`src/rtl/cpu_opcode_control_decoder_top_defines.svh`:
```
// Assertion macros for the opcode control decoder.
// Used by the top level; expects clk and rst in scope.
`ifndef CPU_OPCODE_CONTROL_DECODER_TOP_DEFINES_SVH
`define CPU_OPCODE_CONTROL_DECODER_TOP_DEFINES_SVH

// same-cycle implication
`define OCD_ASSERT_NOW(lbl, ante, cons) \
  lbl: assert property (@(posedge clk) disable iff (rst) (ante) |-> (cons)) \
    else $error("opcode decoder check failed");

// next-cycle implication
`define OCD_ASSERT_NEXT(lbl, ante, cons) \
  lbl: assert property (@(posedge clk) disable iff (rst) (ante) |=> (cons)) \
    else $error("opcode decoder check failed");

`endif

```
`src/rtl/ocd_pkg.sv`:
```
// Types and codes for the opcode control decoder.
// Shared by ocd_decode and cpu_opcode_control_decoder_top; no dependencies.
`default_nettype none

package ocd_pkg;

  typedef struct packed {
    logic [2:0] pfx_code;
    logic [7:0] opcode;
  } op_item_t;

  typedef struct packed {
    logic [5:0] exec_action;
    logic [3:0] seq_template;
    logic [3:0] flag_kind;
    logic [2:0] op_select;
    logic       cond_used;
    logic [2:0] cond_code;
    logic [2:0] pair_select;
    logic [2:0] dest_reg;
    logic [2:0] src_reg;
    logic [2:0] wz_action;
    logic [3:0] special_mask;
    logic [5:0] restart_addr;
  } ctl_word_t;

  localparam logic [2:0] PREFIX_NONE = 3'd0;
  localparam logic [2:0] HL_IDX      = 3'd6;

  localparam logic [5:0] ACT_NOP        = 6'd0;
  localparam logic [5:0] ACT_EX_AF      = 6'd1;
  localparam logic [5:0] ACT_DJNZ       = 6'd2;
  localparam logic [5:0] ACT_JR         = 6'd3;
  localparam logic [5:0] ACT_JR_CC      = 6'd4;
  localparam logic [5:0] ACT_LD_RP_NN   = 6'd5;
  localparam logic [5:0] ACT_ADD_HL_RP  = 6'd6;
  localparam logic [5:0] ACT_LD_RP_A    = 6'd7;
  localparam logic [5:0] ACT_LD_NN_HL   = 6'd8;
  localparam logic [5:0] ACT_LD_NN_A    = 6'd9;
  localparam logic [5:0] ACT_LD_A_RP    = 6'd10;
  localparam logic [5:0] ACT_LD_HL_NN   = 6'd11;
  localparam logic [5:0] ACT_LD_A_NN    = 6'd12;
  localparam logic [5:0] ACT_INC_RP     = 6'd13;
  localparam logic [5:0] ACT_DEC_RP     = 6'd14;
  localparam logic [5:0] ACT_INC_M      = 6'd15;
  localparam logic [5:0] ACT_INC_R      = 6'd16;
  localparam logic [5:0] ACT_DEC_M      = 6'd17;
  localparam logic [5:0] ACT_DEC_R      = 6'd18;
  localparam logic [5:0] ACT_LD_M_N     = 6'd19;
  localparam logic [5:0] ACT_LD_R_N     = 6'd20;
  localparam logic [5:0] ACT_ROT_A      = 6'd21;
  localparam logic [5:0] ACT_DAA        = 6'd22;
  localparam logic [5:0] ACT_CPL        = 6'd23;
  localparam logic [5:0] ACT_SCF        = 6'd24;
  localparam logic [5:0] ACT_CCF        = 6'd25;
  localparam logic [5:0] ACT_HALT       = 6'd26;
  localparam logic [5:0] ACT_LD_R_M     = 6'd27;
  localparam logic [5:0] ACT_ST_M_R     = 6'd28;
  localparam logic [5:0] ACT_LD_R_R     = 6'd29;
  localparam logic [5:0] ACT_ALU_M      = 6'd30;
  localparam logic [5:0] ACT_ALU_R      = 6'd31;
  localparam logic [5:0] ACT_RET_CC     = 6'd32;
  localparam logic [5:0] ACT_POP        = 6'd33;
  localparam logic [5:0] ACT_RET        = 6'd34;
  localparam logic [5:0] ACT_EXX        = 6'd35;
  localparam logic [5:0] ACT_JP_HL      = 6'd36;
  localparam logic [5:0] ACT_LD_SP_HL   = 6'd37;
  localparam logic [5:0] ACT_JP_CC      = 6'd38;
  localparam logic [5:0] ACT_JP         = 6'd39;
  localparam logic [5:0] ACT_PREFIX     = 6'd40;
  localparam logic [5:0] ACT_OUT_N_A    = 6'd41;
  localparam logic [5:0] ACT_IN_A_N     = 6'd42;
  localparam logic [5:0] ACT_EX_SP_HL   = 6'd43;
  localparam logic [5:0] ACT_EX_DE_HL   = 6'd44;
  localparam logic [5:0] ACT_DI         = 6'd45;
  localparam logic [5:0] ACT_EI         = 6'd46;
  localparam logic [5:0] ACT_CALL_CC    = 6'd47;
  localparam logic [5:0] ACT_PUSH       = 6'd48;
  localparam logic [5:0] ACT_CALL       = 6'd49;
  localparam logic [5:0] ACT_ALU_N      = 6'd50;
  localparam logic [5:0] ACT_RST        = 6'd51;
  localparam logic [5:0] ACT_ILLEGAL    = 6'd52;

  localparam logic [3:0] TPL_NONE  = 4'd0;
  localparam logic [3:0] TPL_JR    = 4'd1;
  localparam logic [3:0] TPL_IMM16 = 4'd2;
  localparam logic [3:0] TPL_MWR   = 4'd3;
  localparam logic [3:0] TPL_MRD   = 4'd4;
  localparam logic [3:0] TPL_RMW   = 4'd5;
  localparam logic [3:0] TPL_IMM8  = 4'd6;
  localparam logic [3:0] TPL_RET   = 4'd7;
  localparam logic [3:0] TPL_POP   = 4'd8;
  localparam logic [3:0] TPL_IO    = 4'd9;
  localparam logic [3:0] TPL_CALL  = 4'd10;
  localparam logic [3:0] TPL_PUSH  = 4'd11;

  localparam logic [3:0] FLG_NONE  = 4'd0;
  localparam logic [3:0] FLG_ADD8  = 4'd1;
  localparam logic [3:0] FLG_SUB8  = 4'd2;
  localparam logic [3:0] FLG_LOGIC = 4'd3;
  localparam logic [3:0] FLG_CP8   = 4'd4;
  localparam logic [3:0] FLG_ADD16 = 4'd5;
  localparam logic [3:0] FLG_INC8  = 4'd6;
  localparam logic [3:0] FLG_DEC8  = 4'd7;
  localparam logic [3:0] FLG_ROTA  = 4'd8;
  localparam logic [3:0] FLG_DAA   = 4'd9;
  localparam logic [3:0] FLG_CPL   = 4'd10;
  localparam logic [3:0] FLG_SCF   = 4'd11;
  localparam logic [3:0] FLG_CCF   = 4'd12;

  localparam logic [2:0] WZ_NONE  = 3'd0;
  localparam logic [2:0] WZ_ADDR1 = 3'd1;
  localparam logic [2:0] WZ_NN1   = 3'd2;
  localparam logic [2:0] WZ_DEST  = 3'd3;
  localparam logic [2:0] WZ_NN    = 3'd4;
  localparam logic [2:0] WZ_IO    = 3'd5;

  localparam logic [2:0] PAIR_SP = 3'd3;
  localparam logic [2:0] PAIR_AF = 3'd4;

  localparam logic [3:0] SPM_HALT   = 4'b0001;
  localparam logic [3:0] SPM_PREFIX = 4'b0010;
  localparam logic [3:0] SPM_DI     = 4'b0100;
  localparam logic [3:0] SPM_EI     = 4'b1000;

endpackage

`default_nettype wire

```
`src/rtl/ocd_decode.sv`:
```
// Combinational opcode decoder: one transaction in, one control word out.
// Depends on ocd_pkg.
`default_nettype none

module ocd_decode (
  input  wire ocd_pkg::op_item_t item,
  output ocd_pkg::ctl_word_t     word
);

  logic [1:0] x;
  logic [2:0] y;
  logic [2:0] z;
  logic [1:0] p;
  logic       q;
  logic [2:0] p_pair;
  logic [2:0] p_stack;
  logic [3:0] alu_flag;

  assign x       = item.opcode[7:6];
  assign y       = item.opcode[5:3];
  assign z       = item.opcode[2:0];
  assign p       = y[2:1];
  assign q       = y[0];
  assign p_pair  = {1'b0, p};
  assign p_stack = (p_pair == ocd_pkg::PAIR_SP) ? ocd_pkg::PAIR_AF : p_pair;

  always_comb begin
    case (y) inside
      3'd0, 3'd1:       alu_flag = ocd_pkg::FLG_ADD8;
      3'd2, 3'd3:       alu_flag = ocd_pkg::FLG_SUB8;
      3'd4, 3'd5, 3'd6: alu_flag = ocd_pkg::FLG_LOGIC;
      default:          alu_flag = ocd_pkg::FLG_CP8;
    endcase
  end

  always_comb begin
    word = '0;
    if (item.pfx_code != ocd_pkg::PREFIX_NONE) begin
      word.exec_action = ocd_pkg::ACT_ILLEGAL;
    end else begin
      unique case (x)
        2'd0: begin
          unique case (z)
            3'd0: begin
              unique case (y)
                3'd0: word.exec_action = ocd_pkg::ACT_NOP;
                3'd1: word.exec_action = ocd_pkg::ACT_EX_AF;
                3'd2: begin
                  word.exec_action  = ocd_pkg::ACT_DJNZ;
                  word.seq_template = ocd_pkg::TPL_JR;
                  word.cond_used    = 1'b1;
                end
                3'd3: begin
                  word.exec_action  = ocd_pkg::ACT_JR;
                  word.seq_template = ocd_pkg::TPL_JR;
                end
                default: begin
                  word.exec_action  = ocd_pkg::ACT_JR_CC;
                  word.seq_template = ocd_pkg::TPL_JR;
                  word.cond_used    = 1'b1;
                  word.cond_code    = {1'b0, y[1:0]};
                end
              endcase
            end
            3'd1: begin
              word.pair_select = p_pair;
              if (!q) begin
                word.exec_action  = ocd_pkg::ACT_LD_RP_NN;
                word.seq_template = ocd_pkg::TPL_IMM16;
              end else begin
                word.exec_action = ocd_pkg::ACT_ADD_HL_RP;
                word.flag_kind   = ocd_pkg::FLG_ADD16;
              end
            end
            3'd2: begin
              if (!p[1]) begin
                word.pair_select  = p_pair;
                word.exec_action  = q ? ocd_pkg::ACT_LD_A_RP : ocd_pkg::ACT_LD_RP_A;
                word.seq_template = q ? ocd_pkg::TPL_MRD : ocd_pkg::TPL_MWR;
                word.wz_action    = ocd_pkg::WZ_ADDR1;
              end else begin
                if (!p[0]) begin
                  word.exec_action = q ? ocd_pkg::ACT_LD_HL_NN : ocd_pkg::ACT_LD_NN_HL;
                end else begin
                  word.exec_action = q ? ocd_pkg::ACT_LD_A_NN : ocd_pkg::ACT_LD_NN_A;
                end
                word.seq_template = ocd_pkg::TPL_IMM16;
                word.wz_action    = ocd_pkg::WZ_NN1;
              end
            end
            3'd3: begin
              word.exec_action = q ? ocd_pkg::ACT_DEC_RP : ocd_pkg::ACT_INC_RP;
              word.pair_select = p_pair;
            end
            3'd4: begin
              word.dest_reg     = y;
              word.src_reg      = y;
              word.exec_action  = (y == ocd_pkg::HL_IDX) ? ocd_pkg::ACT_INC_M
                                                         : ocd_pkg::ACT_INC_R;
              word.flag_kind    = ocd_pkg::FLG_INC8;
              word.seq_template = (y == ocd_pkg::HL_IDX) ? ocd_pkg::TPL_RMW
                                                         : ocd_pkg::TPL_NONE;
            end
            3'd5: begin
              word.dest_reg     = y;
              word.src_reg      = y;
              word.exec_action  = (y == ocd_pkg::HL_IDX) ? ocd_pkg::ACT_DEC_M
                                                         : ocd_pkg::ACT_DEC_R;
              word.flag_kind    = ocd_pkg::FLG_DEC8;
              word.seq_template = (y == ocd_pkg::HL_IDX) ? ocd_pkg::TPL_RMW
                                                         : ocd_pkg::TPL_NONE;
            end
            3'd6: begin
              word.dest_reg = y;
              if (y == ocd_pkg::HL_IDX) begin
                word.exec_action  = ocd_pkg::ACT_LD_M_N;
                word.seq_template = ocd_pkg::TPL_MWR;
              end else begin
                word.exec_action  = ocd_pkg::ACT_LD_R_N;
                word.seq_template = ocd_pkg::TPL_IMM8;
              end
            end
            default: begin
              unique case (y)
                3'd4: begin
                  word.exec_action = ocd_pkg::ACT_DAA;
                  word.flag_kind   = ocd_pkg::FLG_DAA;
                end
                3'd5: begin
                  word.exec_action = ocd_pkg::ACT_CPL;
                  word.flag_kind   = ocd_pkg::FLG_CPL;
                end
                3'd6: begin
                  word.exec_action = ocd_pkg::ACT_SCF;
                  word.flag_kind   = ocd_pkg::FLG_SCF;
                end
                3'd7: begin
                  word.exec_action = ocd_pkg::ACT_CCF;
                  word.flag_kind   = ocd_pkg::FLG_CCF;
                end
                default: begin
                  word.exec_action = ocd_pkg::ACT_ROT_A;
                  word.flag_kind   = ocd_pkg::FLG_ROTA;
                  word.op_select   = y;
                end
              endcase
            end
          endcase
        end
        2'd1: begin
          if (y == ocd_pkg::HL_IDX && z == ocd_pkg::HL_IDX) begin
            word.exec_action  = ocd_pkg::ACT_HALT;
            word.special_mask = ocd_pkg::SPM_HALT;
          end else if (z == ocd_pkg::HL_IDX) begin
            word.exec_action  = ocd_pkg::ACT_LD_R_M;
            word.dest_reg     = y;
            word.seq_template = ocd_pkg::TPL_MRD;
          end else if (y == ocd_pkg::HL_IDX) begin
            word.exec_action  = ocd_pkg::ACT_ST_M_R;
            word.src_reg      = z;
            word.seq_template = ocd_pkg::TPL_MWR;
          end else begin
            word.exec_action = ocd_pkg::ACT_LD_R_R;
            word.dest_reg    = y;
            word.src_reg     = z;
          end
        end
        2'd2: begin
          word.op_select = y;
          word.flag_kind = alu_flag;
          if (z == ocd_pkg::HL_IDX) begin
            word.exec_action  = ocd_pkg::ACT_ALU_M;
            word.seq_template = ocd_pkg::TPL_MRD;
          end else begin
            word.exec_action = ocd_pkg::ACT_ALU_R;
            word.src_reg     = z;
          end
        end
        default: begin
          unique case (z)
            3'd0: begin
              word.exec_action  = ocd_pkg::ACT_RET_CC;
              word.seq_template = ocd_pkg::TPL_RET;
              word.cond_used    = 1'b1;
              word.cond_code    = y;
              word.wz_action    = ocd_pkg::WZ_DEST;
            end
            3'd1: begin
              if (!q) begin
                word.exec_action  = ocd_pkg::ACT_POP;
                word.seq_template = ocd_pkg::TPL_POP;
                word.pair_select  = p_stack;
              end else begin
                unique case (p)
                  2'd0: begin
                    word.exec_action  = ocd_pkg::ACT_RET;
                    word.seq_template = ocd_pkg::TPL_RET;
                    word.wz_action    = ocd_pkg::WZ_DEST;
                  end
                  2'd1: word.exec_action = ocd_pkg::ACT_EXX;
                  2'd2: word.exec_action = ocd_pkg::ACT_JP_HL;
                  default: word.exec_action = ocd_pkg::ACT_LD_SP_HL;
                endcase
              end
            end
            3'd2: begin
              word.exec_action  = ocd_pkg::ACT_JP_CC;
              word.seq_template = ocd_pkg::TPL_IMM16;
              word.cond_used    = 1'b1;
              word.cond_code    = y;
              word.wz_action    = ocd_pkg::WZ_NN;
            end
            3'd3: begin
              unique case (y)
                3'd0: begin
                  word.exec_action  = ocd_pkg::ACT_JP;
                  word.seq_template = ocd_pkg::TPL_IMM16;
                  word.wz_action    = ocd_pkg::WZ_NN;
                end
                3'd1: begin
                  word.exec_action  = ocd_pkg::ACT_PREFIX;
                  word.special_mask = ocd_pkg::SPM_PREFIX;
                end
                3'd2: begin
                  word.exec_action  = ocd_pkg::ACT_OUT_N_A;
                  word.seq_template = ocd_pkg::TPL_IO;
                  word.wz_action    = ocd_pkg::WZ_IO;
                end
                3'd3: begin
                  word.exec_action  = ocd_pkg::ACT_IN_A_N;
                  word.seq_template = ocd_pkg::TPL_IO;
                  word.wz_action    = ocd_pkg::WZ_IO;
                end
                3'd4: begin
                  word.exec_action  = ocd_pkg::ACT_EX_SP_HL;
                  word.seq_template = ocd_pkg::TPL_POP;
                  word.wz_action    = ocd_pkg::WZ_DEST;
                end
                3'd5: word.exec_action = ocd_pkg::ACT_EX_DE_HL;
                3'd6: begin
                  word.exec_action  = ocd_pkg::ACT_DI;
                  word.special_mask = ocd_pkg::SPM_DI;
                end
                default: begin
                  word.exec_action  = ocd_pkg::ACT_EI;
                  word.special_mask = ocd_pkg::SPM_EI;
                end
              endcase
            end
            3'd4: begin
              word.exec_action  = ocd_pkg::ACT_CALL_CC;
              word.seq_template = ocd_pkg::TPL_CALL;
              word.cond_used    = 1'b1;
              word.cond_code    = y;
              word.wz_action    = ocd_pkg::WZ_NN;
            end
            3'd5: begin
              if (!q) begin
                word.exec_action  = ocd_pkg::ACT_PUSH;
                word.seq_template = ocd_pkg::TPL_PUSH;
                word.pair_select  = p_stack;
              end else if (p == 2'd0) begin
                word.exec_action  = ocd_pkg::ACT_CALL;
                word.seq_template = ocd_pkg::TPL_CALL;
                word.wz_action    = ocd_pkg::WZ_NN;
              end else begin
                word.exec_action  = ocd_pkg::ACT_PREFIX;
                word.special_mask = ocd_pkg::SPM_PREFIX;
              end
            end
            3'd6: begin
              word.exec_action  = ocd_pkg::ACT_ALU_N;
              word.op_select    = y;
              word.flag_kind    = alu_flag;
              word.seq_template = ocd_pkg::TPL_IMM8;
            end
            default: begin
              word.exec_action  = ocd_pkg::ACT_RST;
              word.restart_addr = {y, 3'b000};
              word.seq_template = ocd_pkg::TPL_CALL;
            end
          endcase
        end
      endcase
    end
  end

endmodule

`default_nettype wire

```
`src/rtl/cpu_opcode_control_decoder_top.sv`:
```
// A transaction accepted into s1_item is decoded, and the result is registered into ctl_word when s2_load allows.
// Throughput: one opcode per cycle; input register, decode logic and result register
// form a two-stage pipeline that stalls only when both stages hold and the output stalls.
// Reset: synchronous rst empties both stages; payload registers are not cleared.
// Depends on ocd_pkg, ocd_decode and cpu_opcode_control_decoder_top_defines.svh.
`default_nettype none
`include "cpu_opcode_control_decoder_top_defines.svh"

module cpu_opcode_control_decoder_top (
  input  wire logic               clk,
  input  wire logic               rst,
  input  wire logic               op_valid,
  output      logic               op_stall,
  input  wire ocd_pkg::op_item_t  op_item,
  output      logic               ctl_valid,
  input  wire logic               ctl_stall,
  output ocd_pkg::ctl_word_t      ctl_word
);

  logic               s1_valid;
  ocd_pkg::op_item_t  s1_item;
  ocd_pkg::ctl_word_t dec_word;
  logic               s1_load;
  logic               s2_load;

  assign s2_load  = s1_valid && (!ctl_valid || !ctl_stall);
  assign op_stall = s1_valid && ctl_valid && ctl_stall;
  assign s1_load  = op_valid && !op_stall;

  always_ff @(posedge clk) begin
    if (rst) begin
      s1_valid <= 1'b0;
    end else if (s1_load) begin
      s1_valid <= 1'b1;
    end else if (s2_load) begin
      s1_valid <= 1'b0;
    end
  end

  always_ff @(posedge clk) begin
    if (s1_load) begin
      s1_item <= op_item;
    end
  end

  ocd_decode u_decode (
    .item (s1_item),
    .word (dec_word)
  );

  always_ff @(posedge clk) begin
    if (rst) begin
      ctl_valid <= 1'b0;
    end else if (s2_load) begin
      ctl_valid <= 1'b1;
    end else if (!ctl_stall) begin
      ctl_valid <= 1'b0;
    end
  end

  always_ff @(posedge clk) begin
    if (s2_load) begin
      ctl_word <= dec_word;
    end
  end

  `OCD_ASSERT_NEXT(a_hold_stage1, s1_valid && ctl_valid && ctl_stall,
                   s1_valid && $stable(s1_item))
  `OCD_ASSERT_NEXT(a_fill_stage1, op_valid && !s1_valid, s1_valid)
  `OCD_ASSERT_NOW(a_special_onehot, ctl_valid, $onehot0(ctl_word.special_mask))
  `OCD_ASSERT_NOW(a_illegal_clean,
                  ctl_valid && ctl_word.exec_action == ocd_pkg::ACT_ILLEGAL,
                  ctl_word.seq_template == ocd_pkg::TPL_NONE &&
                  ctl_word.special_mask == 4'b0000 && !ctl_word.cond_used)

endmodule

`default_nettype wire
```
`config.mk`:
```
export PLATFORM = sky130hd
export DESIGN_NAME = cpu_opcode_control_decoder_top
export DESIGN_NICKNAME = d
export VERILOG_FILES = /design/src/rtl/ocd_pkg.sv /design/src/rtl/ocd_decode.sv /design/src/rtl/cpu_opcode_control_decoder_top.sv
export VERILOG_INCLUDE_DIRS = /design/src /design/src/rtl
export SDC_FILE = /design/constraint.sdc
export NUM_CORES = 1
export LEC_CHECK = 0
export BUFFER_PORTS_ARGS = -buffer_cell sky130_fd_sc_hd__buf_2
export CAP_MARGIN = 20
export CORE_ASPECT_RATIO = 0.6
export CORE_UTILIZATION = 32
export CTS_CLUSTER_DIAMETER = 40
export CTS_CLUSTER_SIZE = 16
export DETAILED_ROUTE_END_ITERATION = 8
export HOLD_SLACK_MARGIN = 0.05
export SLEW_MARGIN = 0
export SYNTH_ARGS = -nofsm -noshare
export SYNTH_HDL_FRONTEND = slang
export SYNTH_SLANG_ARGS = --single-unit
```
`constraint.sdc`:
```
create_clock -name clk -period 6.3 [get_ports clk]
set_clock_uncertainty 0.1 [all_clocks]
set_input_delay 0.315 -clock clk [delete_from_list [all_inputs] [get_ports clk]]
set_output_delay 0.315 -clock clk [all_outputs]
set_load 0.02 [all_outputs]
```
==> metrics.txt, run 1 <==
# TYPE chip_impl_metric gauge
chip_impl_metric{name="grt_pass1_vias",unit=""} 2605
chip_impl_metric{name="gp_congestion",unit=""} 0.978
chip_impl_metric{name="cts_hold_repair.buffers",unit=""} 0
chip_impl_metric{name="ant_nets",unit=""} 0
chip_impl_metric{name="crit_arrival",unit="ns"} 2.97
chip_impl_metric{name="placeableCoreArea",unit="sq um"} 9910
chip_impl_info{name="cts-root-buf",value="sky130_fd_sc_hd__clkbuf_16"} 1
chip_impl_metric{name="cts-root-to-sink-buffers",unit=""} 2
chip_impl_metric{name="wl_met1",unit="microns"} 4530
chip_impl_metric{name="worst_max_slew_margin_expressed_relative_to_the_limit",unit=""} 0.298
chip_impl_metric{name="detailroute.wirelength.met3",unit="microns"} 1160
chip_impl_metric{name="row_count",unit=""} 28
chip_impl_metric{name="final_critical_path_setup_slack",unit="ns"} 3.36
chip_impl_info{name="grt_setup_unrepaired",value="no"} 1
chip_impl_metric{name="synth_seq_cells",unit=""} 53
chip_impl_metric{name="max_slew.worst_pin.slew",unit="ns"} 1.04
chip_impl_metric{name="start_util",unit=""} 0.332
chip_impl_metric{name="io_pins",unit=""} 60
chip_impl_metric{name="cts_htree_levels",unit=""} 2
chip_impl_metric{name="max-cap-violations",unit=""} 0
chip_impl_info{name="worstHoldPathType",value="input port to flip-flop"} 1
chip_impl_metric{name="finalSetupViolations",unit=""} 0
chip_impl_metric{name="wl",unit="microns"} 9480
chip_impl_metric{name="critical_path.max_fanout",unit=""} 14
chip_impl_metric{name="global_route.overflow_total",unit=""} 0
chip_impl_metric{name="syn_to_final_growth",unit="%"} 15.3
chip_impl_metric{name="design.final.nets",unit=""} 397
chip_impl_metric{name="synth_edf_count",unit=""} 51
chip_impl_metric{name="final_layout_size_suffix_gt1_frac",unit=""} 0.211
chip_impl_metric{name="fmax",unit="GHz"} 0.340
chip_impl_metric{name="synth.cell_area",unit="sq um"} 3300
chip_impl_metric{name="maxSlewViolCount",unit=""} 0
chip_impl_metric{name="drc",unit=""} 0
chip_impl_metric{name="initial_antenna_violation_count",unit=""} 0
chip_impl_metric{name="instance_count_after_placement_with_tap_cells_included",unit=""} 497
chip_impl_metric{name="setup_tns",unit="ns"} 0
chip_impl_info{name="status",value="complete, no violations"} 1
chip_impl_metric{name="place_ws",unit="ns"} 3.50
chip_impl_metric{name="drt_iter0_markers",unit=""} 386
chip_impl_metric{name="clk_latency",unit="ns"} 0.30
chip_impl_metric{name="number_of_buffers_inserted_to_repair_setup_after_cts",unit=""} 0
chip_impl_metric{name="ys_warn_count",unit=""} 0
chip_impl_metric{name="post_synth.cell_area_avg",unit="sq um"} 9.96
chip_impl_metric{name="report.final.hold_viol_count",unit=""} 0
chip_impl_metric{name="cts_resized",unit=""} 0
chip_impl_metric{name="tritoncts.num_buffers",unit=""} 5
chip_impl_metric{name="n_antenna_cell",unit=""} 0
chip_impl_metric{name="wl_per_cell",unit="microns"} 18.8
chip_impl_info{name="cts_tree",value="built"} 1
chip_impl_info{name="route.top_layer_used",value="met4"} 1
chip_impl_metric{name="count_of_fill_cells_added_during_filler_insertion",unit=""} 976
chip_impl_info{name="critical_path.endpoint_type",value="flip-flop"} 1
chip_impl_metric{name="finalCritPeriodShare",unit=""} 0.466
chip_impl_info{name="synthFlopType",value="sky130_fd_sc_hd__edfxtp_1"} 1
chip_impl_metric{name="grt_overall_usage",unit=""} 0.185
chip_impl_metric{name="worst_ep_required_time",unit="ns"} 6.33
chip_impl_metric{name="vias_per_cell",unit=""} 5.67
chip_impl_metric{name="clock_sinks",unit=""} 53
chip_impl_metric{name="die_width",unit="microns"} 133
chip_impl_metric{name="whs",unit="ns"} 0.0779
chip_impl_metric{name="detailed_place_hpwl",unit="microns"} 6500
chip_impl_metric{name="design.die.area",unit="sq um"} 10700
chip_impl_metric{name="yosysUniqueCellTypes",unit=""} 63
chip_impl_metric{name="fp.dieH",unit="microns"} 80.6
chip_impl_info{name="crit_type",value="flip-flop to flip-flop"} 1
chip_impl_metric{name="pwr_density_cell",unit="nW/um^2"} 222
chip_impl_metric{name="ys_async_rst_share",unit=""} 0
chip_impl_metric{name="irDropWorstVdd",unit="mV"} 0.100
chip_impl_metric{name="finalCriticalPeriod",unit="ns"} 2.94
chip_impl_info{name="startpoint_type_of_the_worst_setup_path",value="flip-flop"} 1
chip_impl_metric{name="portion_of_the_post_synthesis_area_used_by_sequential_elements",unit=""} 0.477
chip_impl_metric{name="pin_count_of_the_biggest_net_entering_global_routing",unit=""} 41
chip_impl_metric{name="layoutNonFillerInstCount",unit=""} 505
chip_impl_metric{name="path_clk_slew",unit="ns"} 0.07
chip_impl_metric{name="via_count",unit=""} 2863
chip_impl_metric{name="first_pass_detailed_route_iteration_total",unit=""} 5
chip_impl_metric{name="p_leak",unit="uW"} 0.00136
chip_impl_metric{name="post_synth_inst_count",unit=""} 331
chip_impl_metric{name="first_pass_grt_wire_length",unit="microns"} 14900
chip_impl_metric{name="wl_met2",unit="microns"} 3640
chip_impl_metric{name="portbufs",unit=""} 56
through the flow:
stage	instance area (sq um)	utilization	total power (uW)
after floorplan	3300	-	518
after global placement	3650	0.368	561
after detailed placement	3650	0.368	559
after CTS	3800	0.383	845
after global routing	3800	0.383	876
final	3800	0.383	843
synth_stat cells (all sizes together) (3+ instances only):
cell type / n / area share
inv: 13 / 0.015
edfxtp: 51 / 0.46
a21o: 3 / 0.0068
buf: 16 / 0.028
o31ai: 3 / 0.0068
nor3: 11 / 0.017
nand4: 3 / 0.0057
o211ai: 3 / 0.0068
a311oi: 3 / 0.0080
a32o: 3 / 0.0091
o22ai: 3 / 0.0057
nor2b: 9 / 0.017
a21boi: 4 / 0.0091
a211oi: 5 / 0.011
a21oi: 19 / 0.030
nand2: 18 / 0.020
o21bai: 3 / 0.0068
ha: 13 / 0.049
or2: 5 / 0.0095
nand2b: 5 / 0.0095
a221oi: 3 / 0.0080
and2: 7 / 0.013
nand3: 6 / 0.0091
and3: 8 / 0.015
a31oi: 9 / 0.017
nor2: 23 / 0.026
clkbuf: 16 / 0.018
a22o: 5 / 0.013
o21ai: 18 / 0.027
or3: 3 / 0.0057
nor4: 3 / 0.0076
worst paths after layout:
kind / slack, ns / cells past startpoint / to / start
worst max register to register: 3.36 / 6 / ctl_word[33]$_SDFFCE_PP0P_ / s1_item[4]$_DFFE_PP_
worst max-delay path: 3.36 / 6 / ctl_word[33]$_SDFFCE_PP0P_ / s1_item[4]$_DFFE_PP_
worst min-delay path: 0.08 / 2 / s1_valid$_SDFFE_PP0P_ / rst
worst min register to register: 0.42 / 2 / ctl_valid$_SDFFE_PP0P_ / s1_valid$_SDFFE_PP0P_
worst max-delay path: stages (launching register included):
cell and delay [ns]:
sky130_fd_sc_hd__edfxtp_1 0.66, sky130_fd_sc_hd__inv_1 0.31, sky130_fd_sc_hd__ha_1 0.58, sky130_fd_sc_hd__a21boi_0 0.21
sky130_fd_sc_hd__nor3_1 0.53, sky130_fd_sc_hd__a211oi_1 0.11, sky130_fd_sc_hd__a211oi_1 0.25
per-layer routing:
layer  up-vias  GRT usage
li1       1316          -
met1      1352      0.278
met2       183      0.249
met3        12     0.0537
met4         0     0.0552
met5         -          0
cell usage in the layout, fill, tap and decap left out, types with 6 or more instances in the layout:
cell type                  synthesis  layout
sky130_fd_sc_hd__a21oi_1          18      18
sky130_fd_sc_hd__a31oi_1           9       9
sky130_fd_sc_hd__and2_1            7       7
sky130_fd_sc_hd__and3_1            8       8
sky130_fd_sc_hd__buf_2             9      56
sky130_fd_sc_hd__edfxtp_1         51      51
sky130_fd_sc_hd__ha_1             13      13
sky130_fd_sc_hd__inv_1            13      13
sky130_fd_sc_hd__nand2_1          18      18
sky130_fd_sc_hd__nand3_1           6       6
sky130_fd_sc_hd__nor2_1           23      23
sky130_fd_sc_hd__nor2b_1           9       9
sky130_fd_sc_hd__nor3_1           11      11
sky130_fd_sc_hd__o21ai_0          17      17
sequential cells by signal, indices dropped and copies added (netlist names):
signal / count
ctl_word: 40
ctl_valid: 1
s1_item: 11
s1_valid: 1
cells by family (layout without fill, tap and decap cells):
family	Yosys count	count (layout)	share of synthesized area
xor gates and xnor gates	1	1	0.00266
adders and majority gates	13	13	0.0494
DFF	53	53	0.477
other	1	3	0.00114
and+or+nand+nor	113	113	0.187
muxes	1	1	0.00304
buffers and inverters	45	82	0.0615
AOI/OAI and AO/OA	104	104	0.219
final cells by class:
type,count,area [sq um],area share
flip-flops and latches,53,1570,0.414
repair buffers,61,318,0.0837
multi-input cells,235,1540,0.405
well taps,135,169,0.0445
clock buffers,5,125,0.0329
clock inverters,3,26.3,0.00692
inverters,13,48.8,0.0128
where the power goes:
group          total, uW  internal [uW]  switching [uW]
Sequential           414            404            9.66
Clock                289            150             139
Combinational        140           43.4            97.1
No activity file was read; power rests on OpenSTA's default activity.
==> inputs of run 2 (changes only) <==
==> constraint.sdc (replaced) <==
create_clock -name clk -period 2.48 [get_ports clk]
set_clock_uncertainty 0.1 [all_clocks]
set_input_delay 0.124 -clock clk [delete_from_list [all_inputs] [get_ports clk]]
set_output_delay 0.124 -clock clk [all_outputs]
set_load 0.02 [all_outputs]
==> metrics.txt, run 2 (same netlist as run 1, synthesis figures left out) <==
# TYPE chip_impl_metric gauge
chip_impl_metric{name="gp_congestion",unit=""} 0.973
chip_impl_metric{name="ant_nets",unit=""} 0
chip_impl_metric{name="place_ws",unit="ns"} 0.170
chip_impl_metric{name="design.final.nets",unit=""} 441
chip_impl_metric{name="row_count",unit=""} 28
chip_impl_metric{name="worst_max_slew_margin_expressed_relative_to_the_limit",unit=""} 0.543
chip_impl_metric{name="worst_ep_required_time",unit="ns"} 2.41
chip_impl_info{name="critical-path-slowest-cell",value="sky130_fd_sc_hd__edfxtp_1"} 1
chip_impl_info{name="most_frequent_standard_cell_in_the_layout_excluding_fill_and_tap_cells",value="sky130_fd_sc_hd__buf_2"} 1
chip_impl_metric{name="tritoncts.num_buffers",unit=""} 5
chip_impl_metric{name="first_pass_detailed_route_iteration_total",unit=""} 8
chip_impl_metric{name="portbufs",unit=""} 56
chip_impl_metric{name="postLayoutCoreUtil",unit=""} 0.422
chip_impl_metric{name="pin_count_of_the_biggest_net_entering_global_routing",unit=""} 27
chip_impl_info{name="status",value="complete, no violations"} 1
chip_impl_metric{name="report.final.hold_viol_count",unit=""} 0
chip_impl_metric{name="io_pins",unit=""} 60
chip_impl_info{name="largest_registers",value="ctl_word: 40 flops, s1_item: 11 flops"} 1
chip_impl_metric{name="finalCritPeriodShare",unit=""} 0.955
chip_impl_metric{name="grt_overall_usage",unit=""} 0.214
chip_impl_metric{name="path_buf_inv",unit=""} 1
chip_impl_info{name="critPathTopFamily",value="compound AO/OA/AOI/OAI gates"} 1
chip_impl_metric{name="finalSetupViolations",unit=""} 0
chip_impl_metric{name="max-cap-violations",unit=""} 0
chip_impl_metric{name="via_count",unit=""} 3107
chip_impl_metric{name="syn_to_final_growth",unit="%"} 26.9
chip_impl_info{name="crit_type",value="flip-flop to flip-flop"} 1
chip_impl_metric{name="vias_per_cell",unit=""} 5.66
chip_impl_metric{name="p_leak",unit="uW"} 0.00158
chip_impl_info{name="crit_chain",value="buf_4 -> ha_1 -> or2_2 -> a311oi_1 -> o21a_1 -> a311oi_1"} 1
chip_impl_info{name="startpoint_type_of_the_worst_setup_path",value="flip-flop"} 1
chip_impl_metric{name="fmax",unit="GHz"} 0.422
chip_impl_metric{name="drc",unit=""} 0
chip_impl_metric{name="clk_latency",unit="ns"} 0.30
chip_impl_metric{name="wl",unit="microns"} 11100
chip_impl_metric{name="instance_count_after_placement_with_tap_cells_included",unit=""} 527
chip_impl_metric{name="max_slew.worst_pin.slew",unit="ns"} 0.684
chip_impl_metric{name="clock_sinks",unit=""} 53
chip_impl_metric{name="number_of_buffers_inserted_to_repair_setup_after_cts",unit=""} 0
chip_impl_metric{name="layoutNonFillerInstCount",unit=""} 549
chip_impl_info{name="grt_setup_unrepaired",value="no"} 1
chip_impl_metric{name="final_layout_size_suffix_gt1_frac",unit=""} 0.258
chip_impl_metric{name="cts_htree_levels",unit=""} 2
chip_impl_metric{name="maxSlewViolCount",unit=""} 0
chip_impl_info{name="layout.cells.most_common_list",value="sky130_fd_sc_hd__buf_2 (56), sky130_fd_sc_hd__edfxtp_1 (51), sky130_fd_sc_hd__buf_4 (33)"} 1
chip_impl_info{name="cts-root-buf",value="sky130_fd_sc_hd__clkbuf_16"} 1
chip_impl_metric{name="grt_pass1_vias",unit=""} 2833
chip_impl_metric{name="cts-root-to-sink-buffers",unit=""} 2
chip_impl_metric{name="n_antenna_cell",unit=""} 0
chip_impl_metric{name="path_clk_slew",unit="ns"} 0.07
chip_impl_metric{name="first_pass_grt_wire_length",unit="microns"} 16800
chip_impl_metric{name="drt_iter0_markers",unit=""} 427
chip_impl_metric{name="setup_tns",unit="ns"} 0
chip_impl_info{name="cts_tree",value="built"} 1
chip_impl_metric{name="critical_path.max_fanout",unit=""} 10
chip_impl_metric{name="die_width",unit="microns"} 133
chip_impl_metric{name="global_route.overflow_total",unit=""} 0
chip_impl_metric{name="detailed_place_hpwl",unit="microns"} 8050
chip_impl_info{name="worstHoldPathType",value="input port to flip-flop"} 1
chip_impl_metric{name="pwr_density_cell",unit="nW/um^2"} 525
chip_impl_info{name="critical_path.endpoint_type",value="flip-flop"} 1
chip_impl_metric{name="finalCriticalPeriod",unit="ns"} 2.37
chip_impl_info{name="crit_top_cell",value="sky130_fd_sc_hd__a311oi_1"} 1
chip_impl_metric{name="crit_arrival",unit="ns"} 2.30
chip_impl_metric{name="placeableCoreArea",unit="sq um"} 9910
chip_impl_metric{name="final_critical_path_setup_slack",unit="ns"} 0.111
chip_impl_metric{name="wl_per_cell",unit="microns"} 20.2
chip_impl_metric{name="initial_antenna_violation_count",unit=""} 0
chip_impl_metric{name="fp.dieH",unit="microns"} 80.6
chip_impl_metric{name="start_util",unit=""} 0.332
chip_impl_metric{name="irDropWorstVdd",unit="mV"} 0.261
chip_impl_info{name="largest-register",value="ctl_word"} 1
chip_impl_metric{name="design.die.area",unit="sq um"} 10700
chip_impl_metric{name="worst_path_largest_cell_delay",unit="ns"} 0.45
chip_impl_metric{name="largest_register_ff_count",unit=""} 40
-- run 2: what timing repair did --
item                       CTS  global route
resized for setup            0             2
hold buffers                14             0
setup endpoints to repair    0             2
hold endpoints to repair    13             0
-- run 2: worst paths after layout --
path,startpoint,end,slack [ns],depth (start not counted)
setup / recovery,s1_item[4]$_DFFE_PP_,ctl_word[38]$_SDFFCE_PP0P_,0.11,6
hold / removal,op_valid,s1_item[5]$_DFFE_PP_,0.23,2
setup reg to reg,s1_item[4]$_DFFE_PP_,ctl_word[38]$_SDFFCE_PP0P_,0.11,6
hold reg to reg,s1_valid$_SDFFE_PP0P_,ctl_valid$_SDFFE_PP0P_,0.42,2
-- run 2: area by class of cell --
class                   count  area [sq um]
repair buffers            105           708
fillers                   982          5730
well taps                 135           169
multi-input cells         235          1540
clock buffers               6           129
flip-flops and latches     53          1570
inverters                  13          48.8
clock inverters             2          13.8
-- run 2: stage by stage --
step	power, uW	hold slack [ns]	area [sq um]
global placement	1480	0.198	3900
CTS	2200	0.229	4180
floorplan	1310	0.0964	3310
global route	2280	0.248	4180
finish	2200	0.226	4180
detailed placement	1470	0.202	3900
-- run 2: layer usage --
| metal | vias to the layer above | track usage | share of wire |
|---|---|---|---|
| met1 | 1459 | 0.322 | 0.47 |
| met2 | 219 | 0.304 | 0.40 |
| li1 | 1414 | - | - |
| met3 | 15 | 0.0480 | 0.12 |
| met4 | 0 | 0.0437 | 0.010 |
| met5 | - | 0 | 0 |
-- run 2: power by group --
part | leakage (uW) | switching (uW) | internal, uW
Combinational | 0.00103 | 277 | 159
Sequential | 0.000473 | 22.3 | 1030
Clock | 0.0000712 | 333 | 378
==> inputs of run 3 (changes only) <==
==> constraint.sdc (replaced) <==
create_clock -name clk -period 2.2 [get_ports clk]
set_clock_uncertainty 0.1 [all_clocks]
set_input_delay 0.11 -clock clk [delete_from_list [all_inputs] [get_ports clk]]
set_output_delay 0.11 -clock clk [all_outputs]
set_load 0.02 [all_outputs]
==> metrics.txt, run 3 (same netlist as run 1, synthesis figures left out) <==
# TYPE chip_impl_metric gauge
chip_impl_metric{name="global_route.overflow_total",unit=""} 0
chip_impl_metric{name="gp_congestion",unit=""} 0.950
chip_impl_metric{name="largest_register_ff_count",unit=""} 40
chip_impl_metric{name="groute.layer.met2.usage",unit=""} 0.311
chip_impl_metric{name="finalSetupViolations",unit=""} 0
chip_impl_metric{name="design_power_total",unit="uW"} 2610
chip_impl_metric{name="worst_ep_required_time",unit="ns"} 2.21
chip_impl_metric{name="p_leak",unit="uW"} 0.00163
chip_impl_info{name="largest-register",value="ctl_word"} 1
chip_impl_metric{name="cts_htree_levels",unit=""} 2
chip_impl_metric{name="report.final.hold_viol_count",unit=""} 0
chip_impl_metric{name="total_switching_power",unit="uW"} 711
chip_impl_metric{name="number_of_buffers_inserted_to_repair_setup_after_cts",unit=""} 0
chip_impl_info{name="grt_setup_unrepaired",value="yes"} 1
chip_impl_metric{name="wl",unit="microns"} 11000
chip_impl_metric{name="cellInternalPower",unit="uW"} 1890
chip_impl_metric{name="crit_arrival",unit="ns"} 2.20
chip_impl_metric{name="clockPowerShare",unit=""} 0.350
chip_impl_info{name="critical-path-slowest-cell",value="sky130_fd_sc_hd__edfxtp_1"} 1
chip_impl_info{name="critical_path.endpoint_type",value="flip-flop"} 1
chip_impl_metric{name="start_util",unit=""} 0.332
chip_impl_metric{name="initial_antenna_violation_count",unit=""} 0
chip_impl_info{name="grt_busiest_layer",value="met1"} 1
chip_impl_metric{name="power_switching_share",unit=""} 0.273
chip_impl_metric{name="placeableCoreArea",unit="sq um"} 9910
chip_impl_metric{name="io_pins",unit=""} 60
chip_impl_metric{name="drc",unit=""} 0
chip_impl_info{name="worstHoldPathType",value="input port to flip-flop"} 1
chip_impl_metric{name="row_count",unit=""} 28
chip_impl_metric{name="maxSlewViolCount",unit=""} 0
chip_impl_metric{name="tritoncts.num_buffers",unit=""} 5
chip_impl_metric{name="worst_max_slew_margin_expressed_relative_to_the_limit",unit=""} 0.643
chip_impl_metric{name="die_width",unit="microns"} 133
chip_impl_metric{name="grt_util_met3",unit=""} 0.0436
chip_impl_metric{name="grt_pass1_vias",unit=""} 2886
chip_impl_info{name="layout.cells.most_common_list",value="sky130_fd_sc_hd__buf_2 (56), sky130_fd_sc_hd__edfxtp_1 (51), sky130_fd_sc_hd__buf_4 (38)"} 1
chip_impl_info{name="startpoint_type_of_the_worst_setup_path",value="flip-flop"} 1
chip_impl_info{name="crit_top_cell",value="sky130_fd_sc_hd__a311oi_1"} 1
chip_impl_info{name="crit_chain",value="inv_2 -> ha_2 -> buf_4 -> inv_1 -> a311oi_1 -> o211ai_1 -> a311oi_1"} 1
chip_impl_metric{name="n_antenna_cell",unit=""} 0
chip_impl_metric{name="ant_nets",unit=""} 0
chip_impl_metric{name="first_pass_grt_wire_length",unit="microns"} 16900
chip_impl_metric{name="detailed_place_hpwl",unit="microns"} 7690
chip_impl_metric{name="pin_count_of_the_biggest_net_entering_global_routing",unit=""} 41
chip_impl_metric{name="fmax",unit="GHz"} 0.457
chip_impl_metric{name="worst_path_largest_cell_delay",unit="ns"} 0.51
chip_impl_info{name="largest_registers",value="ctl_word: 40 flops, s1_item: 11 flops"} 1
chip_impl_info{name="cts_tree",value="built"} 1
chip_impl_metric{name="fp.dieH",unit="microns"} 80.6
chip_impl_metric{name="final_layout_size_suffix_gt1_frac",unit=""} 0.292
chip_impl_info{name="most_frequent_standard_cell_in_the_layout_excluding_fill_and_tap_cells",value="sky130_fd_sc_hd__buf_2"} 1
chip_impl_metric{name="finalCritPeriodShare",unit=""} 0.995
chip_impl_metric{name="irDropWorstVdd",unit="mV"} 0.274
chip_impl_metric{name="layoutNonFillerInstCount",unit=""} 556
chip_impl_metric{name="syn_to_final_growth",unit="%"} 31.4
chip_impl_metric{name="path_clk_slew",unit="ns"} 0.07
chip_impl_metric{name="finalCriticalPeriod",unit="ns"} 2.19
chip_impl_metric{name="met1_capacity_usage_during_global_routing",unit=""} 0.319
chip_impl_metric{name="instance_count_after_placement_with_tap_cells_included",unit=""} 534
chip_impl_metric{name="clk_latency",unit="ns"} 0.30
chip_impl_metric{name="critical_path.max_fanout",unit=""} 6
chip_impl_metric{name="grt_overall_usage",unit=""} 0.214
chip_impl_metric{name="pwr-share-seq",unit=""} 0.453
chip_impl_metric{name="path_buf_inv",unit=""} 3
chip_impl_metric{name="pwr_density_cell",unit="nW/um^2"} 602
chip_impl_metric{name="vias_per_cell",unit=""} 5.64
chip_impl_info{name="crit_type",value="flip-flop to flip-flop"} 1
chip_impl_info{name="cts-root-buf",value="sky130_fd_sc_hd__clkbuf_16"} 1
chip_impl_metric{name="cts-root-to-sink-buffers",unit=""} 2
chip_impl_metric{name="clock_sinks",unit=""} 53
chip_impl_metric{name="max-cap-violations",unit=""} 0
chip_impl_metric{name="wl_per_cell",unit="microns"} 19.8
chip_impl_info{name="status",value="complete, no violations"} 1
chip_impl_metric{name="comb_power_share",unit=""} 0.197
chip_impl_metric{name="first_pass_detailed_route_iteration_total",unit=""} 5
chip_impl_metric{name="design.final.nets",unit=""} 448
chip_impl_info{name="critPathTopFamily",value="compound AO/OA/AOI/OAI gates"} 1
chip_impl_metric{name="max_slew.worst_pin.slew",unit="ns"} 0.536
chip_impl_metric{name="design.die.area",unit="sq um"} 10700
chip_impl_metric{name="via_count",unit=""} 3135
chip_impl_metric{name="portbufs",unit=""} 56
chip_impl_metric{name="drt_iter0_markers",unit=""} 336
run 3: cell count changes in the layout (fill, tap and decap cells not counted), moves of 2 or more:
| cell | delta |
|---|---|
| sky130_fd_sc_hd__buf_12 | +2 |
| sky130_fd_sc_hd__ha_4 | +2 |
| sky130_fd_sc_hd__buf_4 | +5 |
| sky130_fd_sc_hd__ha_1 | -5 |
| sky130_fd_sc_hd__inv_2 | +2 |
| sky130_fd_sc_hd__ha_2 | +3 |
| sky130_fd_sc_hd__inv_1 | -2 |
run 3: path summary, 6_finish.rpt:
kind | startpoint | slack [ns] | cells past startpoint | endpoint
min | op_valid | 0.28 | 3 | s1_item[4]$_DFFE_PP_
min reg2reg | s1_valid$_SDFFE_PP0P_ | 0.40 | 2 | ctl_valid$_SDFFE_PP0P_
max reg2reg | s1_item[4]$_DFFE_PP_ | 0.01 | 7 | ctl_word[38]$_SDFFCE_PP0P_
max | s1_item[4]$_DFFE_PP_ | 0.01 | 7 | ctl_word[38]$_SDFFCE_PP0P_
run 3: cell type report:
type                            instances  area (sq um)
Clock buffer                            6           129
Inverter                               13          48.8
Multi-Input combinational cell        235          1590
Sequential cell                        53          1570
Timing Repair Buffer                  112           786
Fill cell                             985          5590
Clock inverter                          2          38.8
Tap cell                              135           169
run 3: what timing repair did:
| action | 4_1_cts | 5_1_grt |
|---|---|---|
| endpoints found under the setup margin | 2 | 8 |
| hold endpoints to repair | 13 | 0 |
| gates resized for setup | 2 | 10 |
| cloned | 0 | 0 |
| hold buffers | 14 | 0 |
run 3: tightest hold or removal path: stages:
cell	delay [ns]
sky130_fd_sc_hd__buf_2	0.10
sky130_fd_sc_hd__nor2b_1	0.14
sky130_fd_sc_hd__buf_4	0.16
run 3: stage by stage:
stage	setup WS [ns]	hold slack (ns)	area (sq um)	utilization	setup TNS, ns
3_3_place_gp	-0.0798	0.187	3980	0.402	-0.173
5_1_grt	-0.00820	0.293	4330	0.437	-0.0140
6_report	0.0104	0.282	4330	0.437	0
3_5_place_dp	-0.0229	0.188	3980	0.402	-0.0234
4_1_cts	0.0176	0.285	4290	0.433	0
2_1_floorplan	0.0113	0.0824	3330	-	0
run 3: power by group through the flow:
stage / logic (uW) / clock network, uW / registers [uW]
floorplan: 236 / 0 / 1250
global placement: 475 / 0 / 1200
detailed placement: 472 / 0 / 1200
CTS: 493 / 927 / 1180
global route: 546 / 967 / 1190
finish: 514 / 911 / 1180
run 3: per-layer routing:
| metal | vias up | share of wire |
|---|---|---|
| met5 | - | 0 |
| met4 | 0 | 0.010 |
| met3 | 15 | 0.095 |
| met2 | 196 | 0.41 |
| met1 | 1505 | 0.48 |
| li1 | 1419 | - |
